## src/rtl/core/text_command_frame_parser_unit_assert.svh

```systemverilog
// Assertion macros shared by the text command frame parser RTL.
// Each macro expands to one labeled concurrent assertion clocked on the rising edge of the given clock.
`ifndef TEXT_COMMAND_FRAME_PARSER_UNIT_ASSERT_SVH
`define TEXT_COMMAND_FRAME_PARSER_UNIT_ASSERT_SVH

// Same-cycle implication, disabled while reset is low
`define TFP_ASSERT_IMP(lbl, clk, rstn, ante, cons, msg) \
	lbl: assert property (@(posedge clk) disable iff (!rstn) (ante) |-> (cons)) \
		else $error(msg);

// Next-cycle implication, disabled while reset is low
`define TFP_ASSERT_NXT(lbl, clk, rstn, ante, cons, msg) \
	lbl: assert property (@(posedge clk) disable iff (!rstn) (ante) |=> (cons)) \
		else $error(msg);

`endif

```

## src/rtl/core/tfp_pkg.sv

```systemverilog
// Shared constants, types and packing helper for the text command frame parser.
// No dependencies.
package tfp_pkg;

	// Frame characters
	localparam logic [7:0] CH_SEMI  = 8'h3B;
	localparam logic [7:0] CH_POUND = 8'h23;
	localparam logic [7:0] CH_LT    = 8'h3C;
	localparam logic [7:0] CH_GT    = 8'h3E;
	localparam logic [7:0] CH_COMMA = 8'h2C;
	localparam logic [7:0] CH_MINUS = 8'h2D;
	localparam logic [7:0] CH_PLUS  = 8'h2B;
	localparam logic [7:0] CH_ZERO  = 8'h30;
	localparam logic [7:0] CH_NINE  = 8'h39;
	localparam logic [7:0] CH_SPACE = 8'h20;
	localparam logic [7:0] CH_TAB   = 8'h09;
	localparam logic [7:0] CH_CR    = 8'h0D;

	// Result kinds
	localparam logic [1:0] KIND_HDR = 2'd0;
	localparam logic [1:0] KIND_CMD = 2'd1;
	localparam logic [1:0] KIND_VAL = 2'd2;

	localparam int DATA_W = 48;

	// Frame summary handed from the parser to the drain logic
	typedef struct packed {
		logic        ok;
		logic        has_address;
		logic [15:0] address;
	} tfp_frame_t;

	// Pack result fields into the output data word, lowest field first
	function automatic logic [DATA_W-1:0] pack_data(
		input logic        ok,
		input logic        has_address,
		input logic [15:0] address,
		input logic [4:0]  command_length,
		input logic [3:0]  value_count,
		input logic [15:0] payload
	);
		return {5'd0, payload, value_count, command_length, address, has_address, ok};
	endfunction

endpackage

```

## src/rtl/core/tfp_ram.sv

```systemverilog
// Generic single-port-write, single-port-read RAM with registered read data.
// No dependencies.
module tfp_ram #(
	parameter int WIDTH = 8,
	parameter int DEPTH = 16,
	localparam int AW = (DEPTH > 1) ? $clog2(DEPTH) : 1
) (
	input  logic             clk,
	input  logic             we,
	input  logic [AW-1:0]    waddr,
	input  logic [WIDTH-1:0] wdata,
	input  logic [AW-1:0]    raddr,
	output logic [WIDTH-1:0] rdata
);

	logic [WIDTH-1:0] mem [DEPTH];

	// Write port
	always_ff @(posedge clk) begin
		if (we) begin
			mem[waddr] <= wdata;
		end
	end

	// Registered read port
	always_ff @(posedge clk) begin
		rdata <= mem[raddr];
	end

endmodule

```

## src/rtl/core/tfp_parse.sv

```systemverilog
// Per-byte frame parser: tracks frame phase, address and field accumulators.
// Issues command and value writes to the stores; uses tfp_pkg.
module tfp_parse #(
	parameter int MAX_FRAME  = 64,
	parameter int CMD_MAX    = 16,
	parameter int MAX_VALUES = 8,
	localparam int CAW = (CMD_MAX > 1) ? $clog2(CMD_MAX) : 1,
	localparam int VAW = (MAX_VALUES > 1) ? $clog2(MAX_VALUES) : 1,
	localparam int CCW = $clog2(CMD_MAX + 1),
	localparam int VCW = $clog2(MAX_VALUES + 1)
) (
	input  logic                clk,
	input  logic                arst_n,
	input  logic                step,        // non-terminator byte transfer
	input  logic                frame_end,   // terminator byte transfer
	input  logic [7:0]          in_byte,
	output logic                cmd_we,
	output logic [CAW-1:0]      cmd_waddr,
	output logic [7:0]          cmd_wdata,
	output logic                val_we,
	output logic [VAW-1:0]      val_waddr,
	output logic [15:0]         val_wdata,
	output tfp_pkg::tfp_frame_t frame,
	output logic [CCW-1:0]      cmd_count,
	output logic [VCW-1:0]      val_count
);

	import tfp_pkg::*;

	localparam int BCW = $clog2(MAX_FRAME);

	localparam logic [1:0] PH_PRE     = 2'd0;
	localparam logic [1:0] PH_CMD     = 2'd1;
	localparam logic [1:0] PH_CONTENT = 2'd2;

	logic [1:0]     phase_q, phase_n;
	logic           bad_q, bad_n;
	logic           pound_q, pound_n;
	logic [15:0]    aacc_q, aacc_n;
	logic           adone_q, adone_n;
	logic           astart_q, astart_n;
	logic           aneg_q, aneg_n;
	logic [CCW-1:0] ccnt_q, ccnt_n;
	logic [VCW-1:0] vidx_q, vidx_n;
	logic [15:0]    facc_q, facc_n;
	logic           fany_q, fany_n;
	logic           fneg_q, fneg_n;
	logic [BCW-1:0] bcnt_q, bcnt_n;

	logic           is_digit;
	logic           is_ws;
	logic [15:0]    digit_val;
	logic [15:0]    field_val;
	logic [BCW:0]   bcnt_inc;

	assign is_digit  = (in_byte >= CH_ZERO) && (in_byte <= CH_NINE);
	assign is_ws     = (in_byte == CH_SPACE) || ((in_byte >= CH_TAB) && (in_byte <= CH_CR));
	assign digit_val = {8'd0, in_byte - CH_ZERO};
	assign field_val = fneg_q ? (16'd0 - facc_q) : facc_q;
	assign bcnt_inc  = {1'b0, bcnt_q} + (BCW + 1)'(1);

	assign cmd_waddr = ccnt_q[CAW-1:0];
	assign cmd_wdata = in_byte;
	assign val_waddr = vidx_q[VAW-1:0];
	assign val_wdata = field_val;

	// Next-state logic for one byte
	always_comb begin
		phase_n  = phase_q;
		bad_n    = bad_q;
		pound_n  = pound_q;
		aacc_n   = aacc_q;
		adone_n  = adone_q;
		astart_n = astart_q;
		aneg_n   = aneg_q;
		ccnt_n   = ccnt_q;
		vidx_n   = vidx_q;
		facc_n   = facc_q;
		fany_n   = fany_q;
		fneg_n   = fneg_q;
		bcnt_n   = bcnt_q;
		cmd_we   = 1'b0;
		val_we   = 1'b0;

		if (step) begin
			if (!bad_q) begin
				case (phase_q)
					PH_PRE: begin
						if ((in_byte == CH_GT) || (in_byte == CH_COMMA)) begin
							bad_n = 1'b1;
						end else if (in_byte == CH_LT) begin
							phase_n = PH_CMD;
						end else if ((in_byte == CH_POUND) && !pound_q) begin
							pound_n = 1'b1;
						end else if (pound_q && !adone_q) begin
							// skip leading blanks, take one sign, then digits
							if (!astart_q && is_ws) begin
								astart_n = 1'b0;
							end else if (!astart_q && (in_byte == CH_MINUS)) begin
								astart_n = 1'b1;
								aneg_n   = 1'b1;
							end else if (!astart_q && (in_byte == CH_PLUS)) begin
								astart_n = 1'b1;
							end else begin
								astart_n = 1'b1;
								if (is_digit) begin
									aacc_n = (aacc_q << 3) + (aacc_q << 1) + digit_val;
								end else begin
									adone_n = 1'b1;
								end
							end
						end
					end
					PH_CMD: begin
						if (in_byte == CH_GT) begin
							phase_n = PH_CONTENT;
						end else if ((in_byte == CH_COMMA) ||
							((in_byte == CH_POUND) && !pound_q)) begin
							bad_n = 1'b1;
						end else if (ccnt_q < CCW'(CMD_MAX)) begin
							cmd_we = 1'b1;
							ccnt_n = ccnt_q + CCW'(1);
						end else begin
							bad_n = 1'b1;
						end
					end
					default: begin
						if (in_byte == CH_COMMA) begin
							if (!fany_q) begin
								bad_n = 1'b1;
							end else begin
								if (vidx_q < VCW'(MAX_VALUES)) begin
									val_we = 1'b1;
									vidx_n = vidx_q + VCW'(1);
								end else begin
									bad_n = 1'b1;
								end
								facc_n = 16'd0;
								fany_n = 1'b0;
								fneg_n = 1'b0;
							end
						end else if ((in_byte == CH_MINUS) && !fany_q) begin
							fneg_n = 1'b1;
							fany_n = 1'b1;
						end else if (is_digit) begin
							facc_n = (facc_q << 3) + (facc_q << 1) + digit_val;
							fany_n = 1'b1;
						end else begin
							bad_n = 1'b1;
						end
					end
				endcase
			end
			bcnt_n = bcnt_inc[BCW-1:0];
		end

		// Close the last field at the terminator
		if (frame_end) begin
			if (!bad_q && (phase_q == PH_CONTENT)) begin
				if (!((vidx_q == '0) && !fany_q)) begin
					if (!fany_q) begin
						bad_n = 1'b1;
					end else if (vidx_q < VCW'(MAX_VALUES)) begin
						val_we = 1'b1;
						vidx_n = vidx_q + VCW'(1);
					end else begin
						bad_n = 1'b1;
					end
				end
			end else begin
				bad_n = 1'b1;
			end
		end
	end

	// Frame summary at the terminator
	assign frame.ok          = !bad_n;
	assign frame.has_address = !bad_n && pound_q;
	assign frame.address     = (!bad_n && pound_q) ?
		(aneg_q ? (16'd0 - aacc_q) : aacc_q) : 16'd0;
	assign cmd_count         = ccnt_q;
	assign val_count         = vidx_n;

	// Hold frame state; drop it at the terminator or at the buffer limit
	always_ff @(posedge clk or negedge arst_n) begin
		if (!arst_n) begin
			phase_q  <= PH_PRE;
			bad_q    <= 1'b0;
			pound_q  <= 1'b0;
			aacc_q   <= 16'd0;
			adone_q  <= 1'b0;
			astart_q <= 1'b0;
			aneg_q   <= 1'b0;
			ccnt_q   <= '0;
			vidx_q   <= '0;
			facc_q   <= 16'd0;
			fany_q   <= 1'b0;
			fneg_q   <= 1'b0;
			bcnt_q   <= '0;
		end else if (frame_end || (step && (bcnt_inc == (BCW + 1)'(MAX_FRAME)))) begin
			phase_q  <= PH_PRE;
			bad_q    <= 1'b0;
			pound_q  <= 1'b0;
			aacc_q   <= 16'd0;
			adone_q  <= 1'b0;
			astart_q <= 1'b0;
			aneg_q   <= 1'b0;
			ccnt_q   <= '0;
			vidx_q   <= '0;
			facc_q   <= 16'd0;
			fany_q   <= 1'b0;
			fneg_q   <= 1'b0;
			bcnt_q   <= '0;
		end else begin
			phase_q  <= phase_n;
			bad_q    <= bad_n;
			pound_q  <= pound_n;
			aacc_q   <= aacc_n;
			adone_q  <= adone_n;
			astart_q <= astart_n;
			aneg_q   <= aneg_n;
			ccnt_q   <= ccnt_n;
			vidx_q   <= vidx_n;
			facc_q   <= facc_n;
			fany_q   <= fany_n;
			fneg_q   <= fneg_n;
			bcnt_q   <= bcnt_n;
		end
	end

endmodule

```

## src/rtl/core/text_command_frame_parser_unit.sv

```systemverilog
// A byte other than ';' is absorbed on its transfer; s_tready is high while idle.
// At ';' the sequencer enters the header state, which loads the header into the output register
// once the output slot is free; each command byte and value then passes through a store read
// state and an output load state. s_tready stays low until the frame's last result is loaded.
// arst_n clears all control state at once; the stores are not cleared.
module text_command_frame_parser_unit #(
	parameter int MAX_FRAME  = 64,
	parameter int CMD_MAX    = 16,
	parameter int MAX_VALUES = 8
) (
	input  logic                        clk,
	input  logic                        arst_n,
	input  logic                        s_tvalid,
	output logic                        s_tready,
	input  logic [7:0]                  s_tdata,   // [7:0] in_byte
	output logic                        m_tvalid,
	input  logic                        m_tready,
	output logic [tfp_pkg::DATA_W-1:0]  m_tdata,   // [0] frame_ok, [1] has_address,
	                                               // [17:2] address, [22:18] command_length,
	                                               // [26:23] value_count, [42:27] payload
	output logic [1:0]                  m_tuser,   // [1:0] kind
	output logic                        m_tlast
);

	import tfp_pkg::*;

	`include "text_command_frame_parser_unit_assert.svh"

	localparam int CAW = (CMD_MAX > 1) ? $clog2(CMD_MAX) : 1;
	localparam int VAW = (MAX_VALUES > 1) ? $clog2(MAX_VALUES) : 1;
	localparam int CCW = $clog2(CMD_MAX + 1);
	localparam int VCW = $clog2(MAX_VALUES + 1);
	localparam int IW  = (CCW > VCW) ? CCW : VCW;

	localparam logic [2:0] S_IDLE = 3'd0;
	localparam logic [2:0] S_HDR  = 3'd1;
	localparam logic [2:0] S_CRD  = 3'd2;
	localparam logic [2:0] S_CLD  = 3'd3;
	localparam logic [2:0] S_VRD  = 3'd4;
	localparam logic [2:0] S_VLD  = 3'd5;

	logic [2:0]        state_q, state_n;
	logic [IW-1:0]     rd_idx_q, rd_idx_n;
	logic [IW-1:0]     idx_inc;
	tfp_frame_t        hdr_q;
	logic [CCW-1:0]    ccnt_q;
	logic [VCW-1:0]    vcnt_q;

	logic              in_xfer;
	logic              is_semi;
	logic              slot_free;

	logic              cmd_we;
	logic [CAW-1:0]    cmd_waddr;
	logic [7:0]        cmd_wdata;
	logic [7:0]        cmd_rdata;
	logic              val_we;
	logic [VAW-1:0]    val_waddr;
	logic [15:0]       val_wdata;
	logic [15:0]       val_rdata;
	tfp_frame_t        frame;
	logic [CCW-1:0]    frame_ccnt;
	logic [VCW-1:0]    frame_vcnt;

	logic              out_valid_q;
	logic [DATA_W-1:0] out_data_q;
	logic [1:0]        out_user_q;
	logic              out_last_q;
	logic              ld;
	logic [DATA_W-1:0] ld_data;
	logic [1:0]        ld_user;
	logic              ld_last;

	assign s_tready  = (state_q == S_IDLE);
	assign in_xfer   = s_tvalid && s_tready;
	assign is_semi   = (s_tdata == CH_SEMI);
	assign slot_free = !out_valid_q || m_tready;
	assign idx_inc   = rd_idx_q + IW'(1);

	tfp_parse #(
		.MAX_FRAME  (MAX_FRAME),
		.CMD_MAX    (CMD_MAX),
		.MAX_VALUES (MAX_VALUES)
	) u_parse (
		.clk       (clk),
		.arst_n    (arst_n),
		.step      (in_xfer && !is_semi),
		.frame_end (in_xfer && is_semi),
		.in_byte   (s_tdata),
		.cmd_we    (cmd_we),
		.cmd_waddr (cmd_waddr),
		.cmd_wdata (cmd_wdata),
		.val_we    (val_we),
		.val_waddr (val_waddr),
		.val_wdata (val_wdata),
		.frame     (frame),
		.cmd_count (frame_ccnt),
		.val_count (frame_vcnt)
	);

	tfp_ram #(
		.WIDTH (8),
		.DEPTH (CMD_MAX)
	) u_cmd_ram (
		.clk   (clk),
		.we    (cmd_we),
		.waddr (cmd_waddr),
		.wdata (cmd_wdata),
		.raddr (rd_idx_q[CAW-1:0]),
		.rdata (cmd_rdata)
	);

	tfp_ram #(
		.WIDTH (16),
		.DEPTH (MAX_VALUES)
	) u_val_ram (
		.clk   (clk),
		.we    (val_we),
		.waddr (val_waddr),
		.wdata (val_wdata),
		.raddr (rd_idx_q[VAW-1:0]),
		.rdata (val_rdata)
	);

	// Drain sequencer: header, then command bytes, then values (a failed frame sends the header only)
	always_comb begin
		state_n  = state_q;
		rd_idx_n = rd_idx_q;
		ld       = 1'b0;
		ld_data  = '0;
		ld_user  = KIND_HDR;
		ld_last  = 1'b0;
		case (state_q)
			S_IDLE: begin
				if (in_xfer && is_semi) begin
					state_n = S_HDR;
				end
			end
			S_HDR: begin
				if (slot_free) begin
					ld       = 1'b1;
					rd_idx_n = '0;
					if (!hdr_q.ok) begin
						ld_last = 1'b1;
						state_n = S_IDLE;
					end else begin
						ld_data = pack_data(1'b1, hdr_q.has_address, hdr_q.address,
							5'(ccnt_q), 4'(vcnt_q), 16'd0);
						ld_last = (ccnt_q == '0) && (vcnt_q == '0);
						if (ccnt_q != '0) begin
							state_n = S_CRD;
						end else if (vcnt_q != '0) begin
							state_n = S_VRD;
						end else begin
							state_n = S_IDLE;
						end
					end
				end
			end
			S_CRD: begin
				state_n = S_CLD;
			end
			S_CLD: begin
				if (slot_free) begin
					ld      = 1'b1;
					ld_user = KIND_CMD;
					ld_data = pack_data(1'b0, 1'b0, 16'd0, 5'd0, 4'd0, {8'd0, cmd_rdata});
					if (idx_inc == IW'(ccnt_q)) begin
						ld_last  = (vcnt_q == '0);
						rd_idx_n = '0;
						state_n  = (vcnt_q != '0) ? S_VRD : S_IDLE;
					end else begin
						rd_idx_n = idx_inc;
						state_n  = S_CRD;
					end
				end
			end
			S_VRD: begin
				state_n = S_VLD;
			end
			S_VLD: begin
				if (slot_free) begin
					ld      = 1'b1;
					ld_user = KIND_VAL;
					ld_data = pack_data(1'b0, 1'b0, 16'd0, 5'd0, 4'd0, val_rdata);
					if (idx_inc == IW'(vcnt_q)) begin
						ld_last  = 1'b1;
						rd_idx_n = '0;
						state_n  = S_IDLE;
					end else begin
						rd_idx_n = idx_inc;
						state_n  = S_VRD;
					end
				end
			end
			default: begin
				state_n = S_IDLE;
			end
		endcase
	end

	// Control registers
	always_ff @(posedge clk or negedge arst_n) begin
		if (!arst_n) begin
			state_q     <= S_IDLE;
			rd_idx_q    <= '0;
			out_valid_q <= 1'b0;
		end else begin
			state_q  <= state_n;
			rd_idx_q <= rd_idx_n;
			if (ld) begin
				out_valid_q <= 1'b1;
			end else if (m_tready) begin
				out_valid_q <= 1'b0;
			end
		end
	end

	// Capture the frame summary and load the output stage
	always_ff @(posedge clk) begin
		if (in_xfer && is_semi) begin
			hdr_q  <= frame;
			ccnt_q <= frame_ccnt;
			vcnt_q <= frame_vcnt;
		end
		if (ld) begin
			out_data_q <= ld_data;
			out_user_q <= ld_user;
			out_last_q <= ld_last;
		end
	end

	assign m_tvalid = out_valid_q;
	assign m_tdata  = out_data_q;
	assign m_tuser  = out_user_q;
	assign m_tlast  = out_last_q;

	`TFP_ASSERT_IMP(a_drain_blocks_input, clk, arst_n,
		m_tvalid && !m_tlast, !s_tready,
		"input open while a frame is still draining")
	`TFP_ASSERT_NXT(a_semi_starts_header, clk, arst_n,
		s_tvalid && s_tready && (s_tdata == CH_SEMI), state_q == S_HDR,
		"terminator did not start the header")
	`TFP_ASSERT_IMP(a_bad_header_is_last, clk, arst_n,
		m_tvalid && (m_tuser == KIND_HDR) && !m_tdata[0], m_tlast,
		"wrong-frame header not marked last")
	`TFP_ASSERT_IMP(a_counts_in_range, clk, arst_n,
		state_q != S_IDLE, (ccnt_q <= CCW'(CMD_MAX)) && (vcnt_q <= VCW'(MAX_VALUES)),
		"drain count beyond store depth")

endmodule

```

## config.mk

```make
export PLATFORM = sky130hd
export DESIGN_NAME = text_command_frame_parser_unit
export DESIGN_NICKNAME = d
export VERILOG_FILES = /design/src/rtl/core/tfp_pkg.sv /design/src/rtl/core/tfp_ram.sv /design/src/rtl/core/tfp_parse.sv /design/src/rtl/core/text_command_frame_parser_unit.sv
export VERILOG_INCLUDE_DIRS = /design/src /design/src/rtl/core
export SDC_FILE = /design/constraint.sdc
export NUM_CORES = 1
export LEC_CHECK = 0
export ABC_AREA = 1
export ABC_CLOCK_PERIOD_IN_PS = 3760
export BUFFER_PORTS_ARGS = -buffer_cell sky130_fd_sc_hd__clkbuf_2
export CAP_MARGIN = 25
export CORE_MARGIN = 2
export CORE_UTILIZATION = 46
export CTS_BUF_LIST = sky130_fd_sc_hd__clkbuf_4
export CTS_CLUSTER_DIAMETER = 100
export DETAILED_ROUTE_END_ITERATION = 10
export PLACE_DENSITY = 0.61
export SLEW_MARGIN = 20
export SYNTH_ARGS = -nofsm -noshare
export SYNTH_HDL_FRONTEND = slang
export SYNTH_SLANG_ARGS = --single-unit
export TNS_END_PERCENT = 1
```

## constraint.sdc

```tcl
create_clock -name clk -period 3.76 [get_ports clk]
set_input_delay 0.752 -clock clk [delete_from_list [all_inputs] [get_ports clk]]
set_output_delay 0.752 -clock clk [all_outputs]
set_load 0.03 [all_outputs]
```

== Word level (Yosys, flattened, before mapping) ==
Memories as Yosys holds them, arrays and structs flattened. A register that Yosys moved wholly into a read port is not among the register bits.
Cells that the tools add are included.

* Eq/ne operators: 38
* Reduce and logical (&&, ||, !) cells: 64
* $lt $le $gt $ge: 6
* Mux-type cells: 176
* Add/sub/neg operators: 11

{| class="wikitable"
|+ Operators by type and width
! operator !! count
|-
| $mux 16 || 22
|-
| $pmux 43 s3 || 1
|-
| $mux 1 || 101
|-
| $eq 8x6->1 const B || 8
|-
| $mux 5 || 12
|-
| $mux 27 || 2
|-
| $mux 4 || 12
|-
| $mux 43 || 1
|-
| $mux 35 || 1
|-
| $add 16x16->16 || 2
|-
| $add 16x8->16 || 2
|-
| $sub 1x16->16 const A || 2
|-
| $mux 3 || 9
|-
| $ne 2x2->1 const B || 13
|-
| $reduce_and 6->1 || 4
|-
| $reduce_and 11->1 || 2
|-
| $pmux 3 s6 || 1
|-
| $reduce_bool 2->1 || 9
|-
| $logic_and 1x1->1 || 16
|-
| $pmux 5 s3 || 1
|-
| $mux 2 || 7
|-
| $mux 6 || 2
|-
| $reduce_and 4->1 || 3
|-
| $reduce_bool 3->1 || 4
|-
| 38 further kinds || 58
|}

* Memory bits (writable): 256
* Register bits: 143
* Memories kept: 2

{| class="wikitable"
|+ Memory list
! memory !! depth !! width !! rd ports !! clocked after memory_dff !! wr ports !! line !! RTL
|-
| u_cmd_ram.mem || 16 || 8 || 1 || 1 || 1 || tfp_ram.sv:16 || <nowiki>logic [WIDTH-1:0] mem [DEPTH];</nowiki>
|-
| u_val_ram.mem || 8 || 16 || 1 || 1 || 1 || tfp_ram.sv:16 ||
|}

== Longest topological paths before layout ==
Gate-level depths: netlist (run 1).

* Depth in word-level cells: 15
* Mapped depth: 17

== Hierarchy ==
A second synthesis (run 1) with hierarchy kept.

* Cell total of the unflattened synthesis: 2259
* Area total of the unflattened synthesis: 20886.3 µm²

{| class="wikitable"
|+ By module, submodules not included
! module !! instances !! sequential area each (µm²) !! cells each !! area each (µm²)
|-
| tfp_ram (u_val_ram) || 1 || 4164.0 || 587 || 5989.5
|-
| tfp_ram (u_cmd_ram) || 1 || 4003.8 || 551 || 5766.8
|-
| tfp_parse || 1 || 1401.3 || 822 || 5672.9
|-
| text_command_frame_parser_unit || 1 || 2417.3 || 299 || 3457.1
|}

== Least setup slack after synthesis (run 1) ==
No wires, ideal clock.

* Path kind: input-to-reg
* Start point: input s_tdata[4]
* End point: memory u_val_ram.mem[1][0], enable pin
* Arrival time: 2708 ps
* Setup slack: 664 ps
* Cell stages on the path: 9
* Required time: 3372 ps
* Path buffers: 0
* Library setup time: 388 ps
* Cells stage by stage: ha_1 nand2_1 nor2_1 nand2_2 nor2_8 nand2_1 o21ai_2 nand3_1 nor2_1

{| class="wikitable"
|+ RTL lines
! element !! line !! RTL
|-
| from (decl) || text_command_frame_parser_unit.sv:15 || <nowiki>input logic [7:0] s_tdata,</nowiki>
|-
| $eq 8x6->1 || text_command_frame_parser_unit.sv:76 || <nowiki>assign is_semi = (s_tdata == CH_SEMI);</nowiki>
|-
| $logic_and 1x1->1 || text_command_frame_parser_unit.sv:88 || <nowiki>.frame_end (in_xfer && is_semi),</nowiki>
|-
| via u_parse.frame_end || tfp_parse.sv:15 || <nowiki>input logic frame_end,</nowiki>
|-
| $mux 1 || tfp_parse.sv:158 || <nowiki>if (frame_end) begin</nowiki>
|-
| $mux 1 || tfp_ram.sv:20 || <nowiki>if (we) begin</nowiki>
|-
| $mux 1 (not written as such) || tfp_ram.sv:21 || <nowiki>mem[waddr] <= wdata;</nowiki>
|-
| to (decl) || tfp_ram.sv:16 ||
|}

The timed path passes the listed nets, and every way through them passes these cells.

== Final worst setup path (run 1) ==
* Start point: register u_parse.facc_q[0]
* End point: register u_parse.facc_q[14]

* Cells in the longest elaborated chain, start to end: 9

{| class="wikitable"
|+ Ends and longest elaborated chain
! element !! line !! RTL
|-
| from (decl) || tfp_parse.sv:45 || <nowiki>logic [15:0] facc_q, facc_n;</nowiki>
|-
| from (signal assigned) || tfp_parse.sv:224 || <nowiki>facc_q <= facc_n;</nowiki>
|-
| $add 16x16->16 || tfp_parse.sv:146 || <nowiki>facc_n = (facc_q << 3) + (facc_q << 1) + digit_val;</nowiki>
|-
| $add 16x8->16 || tfp_parse.sv:146 ||
|-
| $mux 16 || tfp_parse.sv:145 || <nowiki>end else if (is_digit) begin</nowiki>
|-
| $mux 16 || tfp_parse.sv:142 || <nowiki>end else if ((in_byte == CH_MINUS) && !fany_q) begin</nowiki>
|-
| $mux 16 || tfp_parse.sv:128 || <nowiki>if (in_byte == CH_COMMA) begin</nowiki>
|-
| $mux 16 || tfp_parse.sv:87 || <nowiki>case (phase_q)</nowiki>
|-
| $mux 16 || tfp_parse.sv:86 || <nowiki>if (!bad_q) begin</nowiki>
|-
| $mux 16 || tfp_parse.sv:85 || <nowiki>if (step) begin</nowiki>
|-
| $mux 16 || tfp_parse.sv:200 || <nowiki>end else if (frame_end || (step && (bcnt_inc == (BCW + 1)'(MAX_FRAME)))) begin</nowiki>
|}

No other way between the ends. The select of a mux whose other input is x is not followed.
A chain may end at the register's enable or synchronous reset.

==> run_results.csv, run 1 <==
group,metric,value,unit
run,drv_cap,0,
setup_path,cp.arrival,3.46,ns
yosys,synth.ff_latch_count,418,
yosys,yosysTopAreaCell,"edfxtp_1",
yosys,syn_inst,1877,
yosys,synth_seq_area_share,61.56,%
clock_network,htree_levels,3,
sta,hold_violations,0,
final_layout,final_core_util,52.37,%
yosys,synthDistinctLibCells,53,
die,core_area,41850,um^2
sta,skew,0.05016,ns
yosys,synth.area.top_cells,"edfxtp_1 (51%), dfrtp_1 (8.4%), nor2_1 (6.6%)",
sta,grt_setup_unrepaired,"no",
power_and_ir_drop,switching_share,30.54,%
die,die-area,43990,um^2
global_routing,overflow,0,
hold_path,hold_start,"s_tdata[6]",
route,routed.top_layer,"met4",
global_routing,grt_pass1_vias,13869,
setup_path,r2r-end,"u_parse.facc_q[14]$_DFFE_PN0P_",
final_layout,area_delta_synth_final,12.56,%
final_layout,fill_cells,3806,
route,routedWlPerCell,17.77,um
route,viasPerCell,5.279,
run_status,outcome,"complete, no violations",
setup_path,cp_max_fo,11,
route,met2_length,22610,um
sta,period_minus_slack,2.765,ns
clock_network,clockBufferDepth,3,
yosys,synth_ff_type,"edfxtp_1",
global_routing,antenna_found_initial,1,
yosys,yosys.area.top_type_share,50.74,%
sta,slew-limit-headroom,27.76,%
clock_network,tritoncts,"yes",
sta,setup-violations-final,0,
route,first_iter_violations,960,
setup_path,end_kind,"flip-flop",
route,drc,0,
die,die_height,209.7,um
route,dr_total_vias,13989,
route,wl_met3,2103,um
clock_network,cts-root-buf,"clkbuf_4",
global_routing,grt_pass1_wl,74780,um
global_routing,grt_usage,21.83,%
sta,finalSetupTns,0,ns
sta,tightest_slew,1.080,ns
power_and_ir_drop,p_seq_share,48.9,%
clock_network,cts.sinks,418,
power_and_ir_drop,powerDensity,520.5,nW/um^2
die,num_rows,75,
setup_path,r2r_setup_slack,1.0,ns
yosys,synth_edf_count,329,
sta,max_freq,0.3617,GHz
global_routing,grt_max_degree,65,
hold_path,min_to,"u_cmd_ram.mem[5][6]$_DFFE_PP_",
power_and_ir_drop,switchingPower,0.003484,W
clock_network,clk_latency,0.80,ns
power_and_ir_drop,p_int,0.007924,W
die,start_util,46.53,%
placement,dp_cells,2461,
power_and_ir_drop,p_comb_share,17.5,%
hold_path,hold_class,"in -> reg",
setup_path,crit_type,"reg -> reg",
power_and_ir_drop,ir_drop,0.1945,mV
yosys,synthesis.area,19470,um^2
sta,fin_ws,0.9953,ns
power_and_ir_drop,p_leak,8.876,nW
hold_path,hold_depth,1,
route,firstDrtPassIters,5,
setup_path,critPathLaunchType,"flip-flop",
yosys,avgSynthCellArea,10.37,um^2
clock_network,clk_pin_slew,0.07,ns
final_layout,drive_gt1_share,15.17,%
power_and_ir_drop,pwr-share-clk,33.6,%
final_layout,fin_cells,2650,
die,die_x,209.7,um
final_layout,nets,2114,
route,m1WireLength,21410,um
die,ios,65,
placement,dp_hpwl,31080,um
setup_path,ff2ff_path_depth,11,
clock_network,cts_resized,0,
placement,place.gp.congestion,0.9038,
setup_path,reg2reg_from,"u_parse.facc_q[0]$_DFFE_PN0P_",
placement,portBuffers,59,
sta,drv_slew,0,
yosys,synthArstFlopShare,15.55,%
placement,dp_slack,0.3787,ns
clock_network,post_cts_buffers,0,
route,routed_wl,47090,um
yosys,ys_warn_count,0,
setup_path,required,4.45,ns
sta,min_period_over_period,73.53,%
clock_network,numCtsBuffers,107,
route,ant_nets,0,
-- worst max-delay path by stage --
stage	start	endpoint	slack (ns)
global placement	s_tdata[4]	u_parse.aacc_q[10]$_DFFE_PN0P_	0.39
floorplan	s_tdata[4]	u_val_ram.mem[1][0]$_DFFE_PP_	0.66
finish	u_parse.facc_q[0]$_DFFE_PN0P_	u_parse.facc_q[14]$_DFFE_PN0P_	1.0
detailed placement	s_tdata[4]	u_parse.aacc_q[10]$_DFFE_PN0P_	0.38
global route	u_parse.facc_q[0]$_DFFE_PN0P_	u_parse.facc_q[12]$_DFFE_PN0P_	0.75
CTS	u_parse.facc_q[0]$_DFFE_PN0P_	u_parse.facc_q[14]$_DFFE_PN0P_	1.01
-- layer usage --
| layer | vias up | global-route usage [%] |
|---|---|---|
| li1 | 6828 | - |
| met1 | 6761 | 28.87 |
| met2 | 336 | 36.51 |
| met3 | 64 | 3.621 |
| met4 | 0 | 7.850 |
| met5 | - | 0 |
-- timing repair --
item / CTS / global route
setup endpoints to repair: 0 / 0
endpoints found under the hold margin: 21 / 0
hold buffers: 1 / 0
-- power groups by stage --
stage / sequential [W] / combinational, W / clock (W)
final: 0.00558 / 0.00200 / 0.00383
after global routing: 0.00561 / 0.00222 / 0.00419
after CTS: 0.00558 / 0.00202 / 0.00395
after detailed placement: 0.00568 / 0.00201 / 0
after global placement: 0.00567 / 0.00198 / 0
after floorplan: 0.00589 / 0.00116 / 0
-- cell families after synthesis --
logic type / synth area share [%]
xor+xnor: 2.294
compound gates: 9.735
buf+inv: 4.858
other cells: 0.01926
simple gates: 16.64
flops: 61.56
fa+ha+maj: 4.896
-- stage by stage --
stage | power (W) | instance area (um^2) | hold slack, ns
final | 0.01141 | 21920 | 0.3568
after global routing | 0.01202 | 21920 | 0.2819
after CTS | 0.01154 | 21910 | 0.2690
after detailed placement | 0.007687 | 20540 | 0.4940
after global placement | 0.007647 | 20540 | 0.4922
after floorplan | 0.007047 | 19490 | 0.4564
-- flip-flops by register name (all words and copies together) (netlist names), 3 cells and up --
name               cells
u_val_ram.mem        128
hdr_q                 18
state_q                3
vcnt_q                 4
u_parse.facc_q        16
u_parse.bcnt_q         6
u_parse.vidx_q         4
u_val_ram.rdata       16
rd_idx_q               5
m_tdata               43
u_parse.aacc_q        16
u_cmd_ram.mem        128
u_parse.cmd_count      5
ccnt_q                 5
u_cmd_ram.rdata        8
-- placed cells by master (no fill, tap or decap), drive strengths merged, types with 27 or more instances in the layout --
cell type  count
nor2         351
edfxtp       329
nand2        298
clkbuf       223
o21ai        176
inv          166
nand3         86
dfrtp         65
ha            57
buf           53
a21oi         49
xor2          35
o221ai        27
-- worst max-delay path: stages, from the launching register on --
cell	delay [ns]
dfrtp_1	0.57
fa_1	0.62
inv_1	0.07
fa_1	0.46
o31ai_1	0.37
nand2_1	0.10
nand2_1	0.16
nand2_1	0.10
nand2_1	0.07
nand2_1	0.04
nand3_1	0.07
nand2_1	0.05
-- cell usage after synthesis, types with 2 or more instances --
| cell type | instances |
|---|---|
| a21o_1 | 2 |
| a21oi_1 | 48 |
| a22o_1 | 8 |
| a31oi_1 | 19 |
| buf_1 | 7 |
| buf_2 | 7 |
| buf_4 | 6 |
| buf_6 | 2 |
| clkbuf_1 | 46 |
| clkinv_1 | 3 |
| dfrtp_1 | 65 |
| dfxtp_1 | 24 |
| edfxtp_1 | 329 |
| fa_1 | 12 |
| ha_1 | 57 |
| inv_1 | 159 |
| inv_2 | 5 |
| inv_4 | 2 |
| nand2_1 | 288 |
| nand2_2 | 8 |
| nand2_4 | 2 |
| nand3_1 | 82 |
| nand3_2 | 3 |
| nand3b_1 | 2 |
| nand4_1 | 22 |
| nor2_1 | 340 |
| nor2_2 | 8 |
| nor2_4 | 2 |
| nor3_1 | 11 |
| nor4_1 | 2 |
| o211ai_1 | 9 |
| o21ai_0 | 168 |
| o21ai_1 | 6 |
| o21bai_1 | 4 |
| o221ai_1 | 27 |
| o22ai_1 | 24 |
| o31ai_1 | 3 |
| xnor2_1 | 16 |
| xor2_1 | 35 |
-- final cells by class --
cell class              count  area [um^2]  share of cell area (%)
repair buffers            112        695.7                   3.174
clock buffers             165         1239                   5.652
clock inverters            21        113.9                  0.5195
multi-input cells        1225         6560                   29.93
flip-flops and latches    418        11990                   54.71
diodes                      1        2.502                 0.01142
well taps                 539        674.4                   3.077
inverters                 169        640.6                   2.923
(Power assumes the default switching activity.)
==> inputs of run 2 (changes only) <==
ABC_CLOCK_PERIOD_IN_PS = 2700   (was 3760)
clock period = 2.7 ns   (was 3.76 ns; I/O delays follow)
==> run 2 against run 1 <==
Effect of this change:
- clock-buffer cell count up 9
- wire length up 0.52%
- critical path depth unchanged
- final cell count up 2.7%
- hold slack worse by 0.23 ns
- via count up 2.6%
- core utilization up 1.8 points
- clock skew up 0.016 ns
- total power up 43%
- final area up 3.4%
- sequential share of layout area down 1.8 points
- setup slack worse by 0.79 ns
==> run_results.csv, run 2 (synthesis results as in run 1) <==
group,metric,value,unit
run_status,outcome,"complete, no violations",
route,viasPerCell,5.274,
global_routing,grt_max_degree,129,
sta,max_freq,0.4014,GHz
global_routing,overflow,0,
sta,slew-limit-headroom,40.83,%
global_routing,antenna_found_initial,1,
route,first_iter_violations,1250,
route,ant_nets,0,
sta,grt_setup_unrepaired,"no",
setup_path,r2r_setup_slack,0.21,ns
sta,min_period_over_period,92.27,%
final_layout,drive_gt1_share,18.19,%
die,start_util,46.53,%
setup_path,cp_max_fo,5,
hold_path,hold_start,"m_tready",
final_layout,layout_common_cells,"nor2_1 (340), edfxtp_1 (329), nand2_1 (287)",
clock_network,tritoncts,"yes",
sta,hold_violations,0,
final_layout,multiInputGateArea,6566,um^2
sta,drv_slew,0,
setup_path,cp.arrival,3.20,ns
placement,portBuffers,59,
global_routing,grt_pass1_vias,14043,
placement,dp_hpwl,31330,um
hold_path,hold_class,"in -> reg",
route,firstDrtPassIters,5,
global_routing,grt_pass1_wl,75590,um
power_and_ir_drop,powerDensity,718.0,nW/um^2
run,drv_cap,0,
die,core_area,41850,um^2
route,drc,0,
final_layout,regArea,11990,um^2
setup_path,crit_type,"reg -> reg",
clock_network,htree_levels,3,
route,dr_total_vias,14357,
power_and_ir_drop,ir_drop,0.5816,mV
die,num_rows,75,
sta,period_minus_slack,2.491,ns
hold_path,hold_depth,4,
power_and_ir_drop,switching_share,30.44,%
power_and_ir_drop,finalPower,0.01627,W
hold_path,min_to,"state_q[2]$_DFFE_PN0P_",
setup_path,required,3.41,ns
clock_network,clk_latency,0.84,ns
clock_network,cts-root-buf,"clkbuf_4",
power_and_ir_drop,p_int,0.01132,W
setup_path,ff2ff_path_depth,11,
power_and_ir_drop,switchingPower,0.004954,W
placement,place_area,21210,um^2
clock_network,clockBufferDepth,3,
global_routing,grt_usage,22.12,%
power_and_ir_drop,pwr-share-clk,34.1,%
route,routedWlPerCell,17.39,um
die,die_height,209.7,um
setup_path,end_kind,"flip-flop",
power_and_ir_drop,p_seq_share,47.2,%
clock_network,cts.sinks,418,
power_and_ir_drop,p_leak,9.285,nW
final_layout,fill_cells,3752,
setup_path,reg2reg_from,"u_parse.aacc_q[2]$_DFFE_PN0P_",
die,die-area,43990,um^2
sta,setup-violations-final,0,
clock_network,clk_pin_slew,0.06,ns
power_and_ir_drop,p_comb_share,18.6,%
placement,place.gp.congestion,0.8830,
route,routed_wl,47330,um
sta,skew,0.06645,ns
die,ios,65,
die,die_x,209.7,um
setup_path,critPathLaunchType,"flip-flop",
final_layout,final_common_cell,"nor2_1",
setup_path,r2r-end,"u_parse.aacc_q[10]$_DFFE_PN0P_",
final_layout,area_delta_synth_final,16.40,%
sta,tightest_slew,0.8783,ns
clock_network,numCtsBuffers,109,
final_layout,postLayoutCellArea,22670,um^2
final_layout,nets,2178,
-- run 2: changes by cell type in the layout (fill, tap and decap cells not counted), sizes merged --
cell and delta:
buf +62, clkbuf +9, clkinv -1, clkinvlp +2
-- run 2: layout make-up --
type	instances	area share (%)
Clock inverter	22	0.5962
Clock buffer	174	5.763
Inverter	169	2.826
Timing Repair Buffer	174	5.951
Sequential cell	418	52.91
Antenna cell	1	0.01104
Multi-Input combinational cell	1225	28.97
Tap cell	539	2.975
-- run 2: how the worst max path moves through the flow --
stage                                  start                             end  slack, ns  cells past startpoint
2_1_floorplan                     s_tdata[4]   u_val_ram.mem[1][0]$_DFFE_PP_      -0.18                      9
3_3_place_gp                      s_tdata[4]   u_parse.aacc_q[8]$_DFFE_PN0P_      -0.27                     14
3_5_place_dp                      s_tdata[4]  u_parse.aacc_q[10]$_DFFE_PN0P_      -0.34                     14
4_1_cts        u_parse.aacc_q[2]$_DFFE_PN0P_  u_parse.aacc_q[10]$_DFFE_PN0P_       0.22                     11
5_1_grt        u_parse.aacc_q[2]$_DFFE_PN0P_   u_parse.aacc_q[8]$_DFFE_PN0P_       0.01                     11
6_report       u_parse.aacc_q[2]$_DFFE_PN0P_  u_parse.aacc_q[10]$_DFFE_PN0P_       0.21                     11
-- run 2: worst max-delay path: stages, from the launching register on --
cell and delay [ns]:
dfrtp_1 0.47, inv_1 0.16, fa_1 0.53, inv_1 0.05, ha_1 0.35, a21oi_1 0.20, nand2_1 0.12, a21oi_1 0.17
xor2_1 0.18, nor2_1 0.05, nand2_1 0.06, nand2_1 0.05
-- run 2: power by group through the flow --
stage	sequential, W	combinational (W)	clock (W)
after CTS	0.00769	0.00306	0.00574
after global placement	0.00781	0.00300	0
after detailed placement	0.00782	0.00305	0
final	0.00769	0.00303	0.00556
after global routing	0.00772	0.00336	0.00607
after floorplan	0.00820	0.00162	0
-- run 2: through the flow --
stage / setup TNS (ns) / utilization (%) / setup WS [ns] / cells / hold slack (ns)
finish: 0 / 54.16 / 0.2086 / 2722 / 0.1309
detailed placement: -28.93 / 50.67 / -0.3367 / 2524 / 0.4916
CTS: 0 / 54.13 / 0.2198 / 2721 / 0.03334
floorplan: -22.74 / - / -0.1842 / 1881 / 0.2444
global route: 0 / 54.16 / 0.01096 / 2722 / 0.08017
global placement: -12.77 / 50.67 / -0.2745 / 2524 / 0.4918
-- run 2: timing repair --
action / in CTS / in global routing
resized for setup: 0 / 2
setup buffers: 0 / 0
endpoints found under the setup margin: 0 / 2
endpoints found under the hold margin: 25 / 0
hold buffers: 1 / 0
-- run 2: layer usage --
layer,share of wire (%),GRT usage [%],vias to the layer above
met1,44,30.04,6899
met2,47,35.46,415
li1,-,-,6960
met3,6.0,3.980,83
met5,0,0,-
met4,2.6,8.829,0
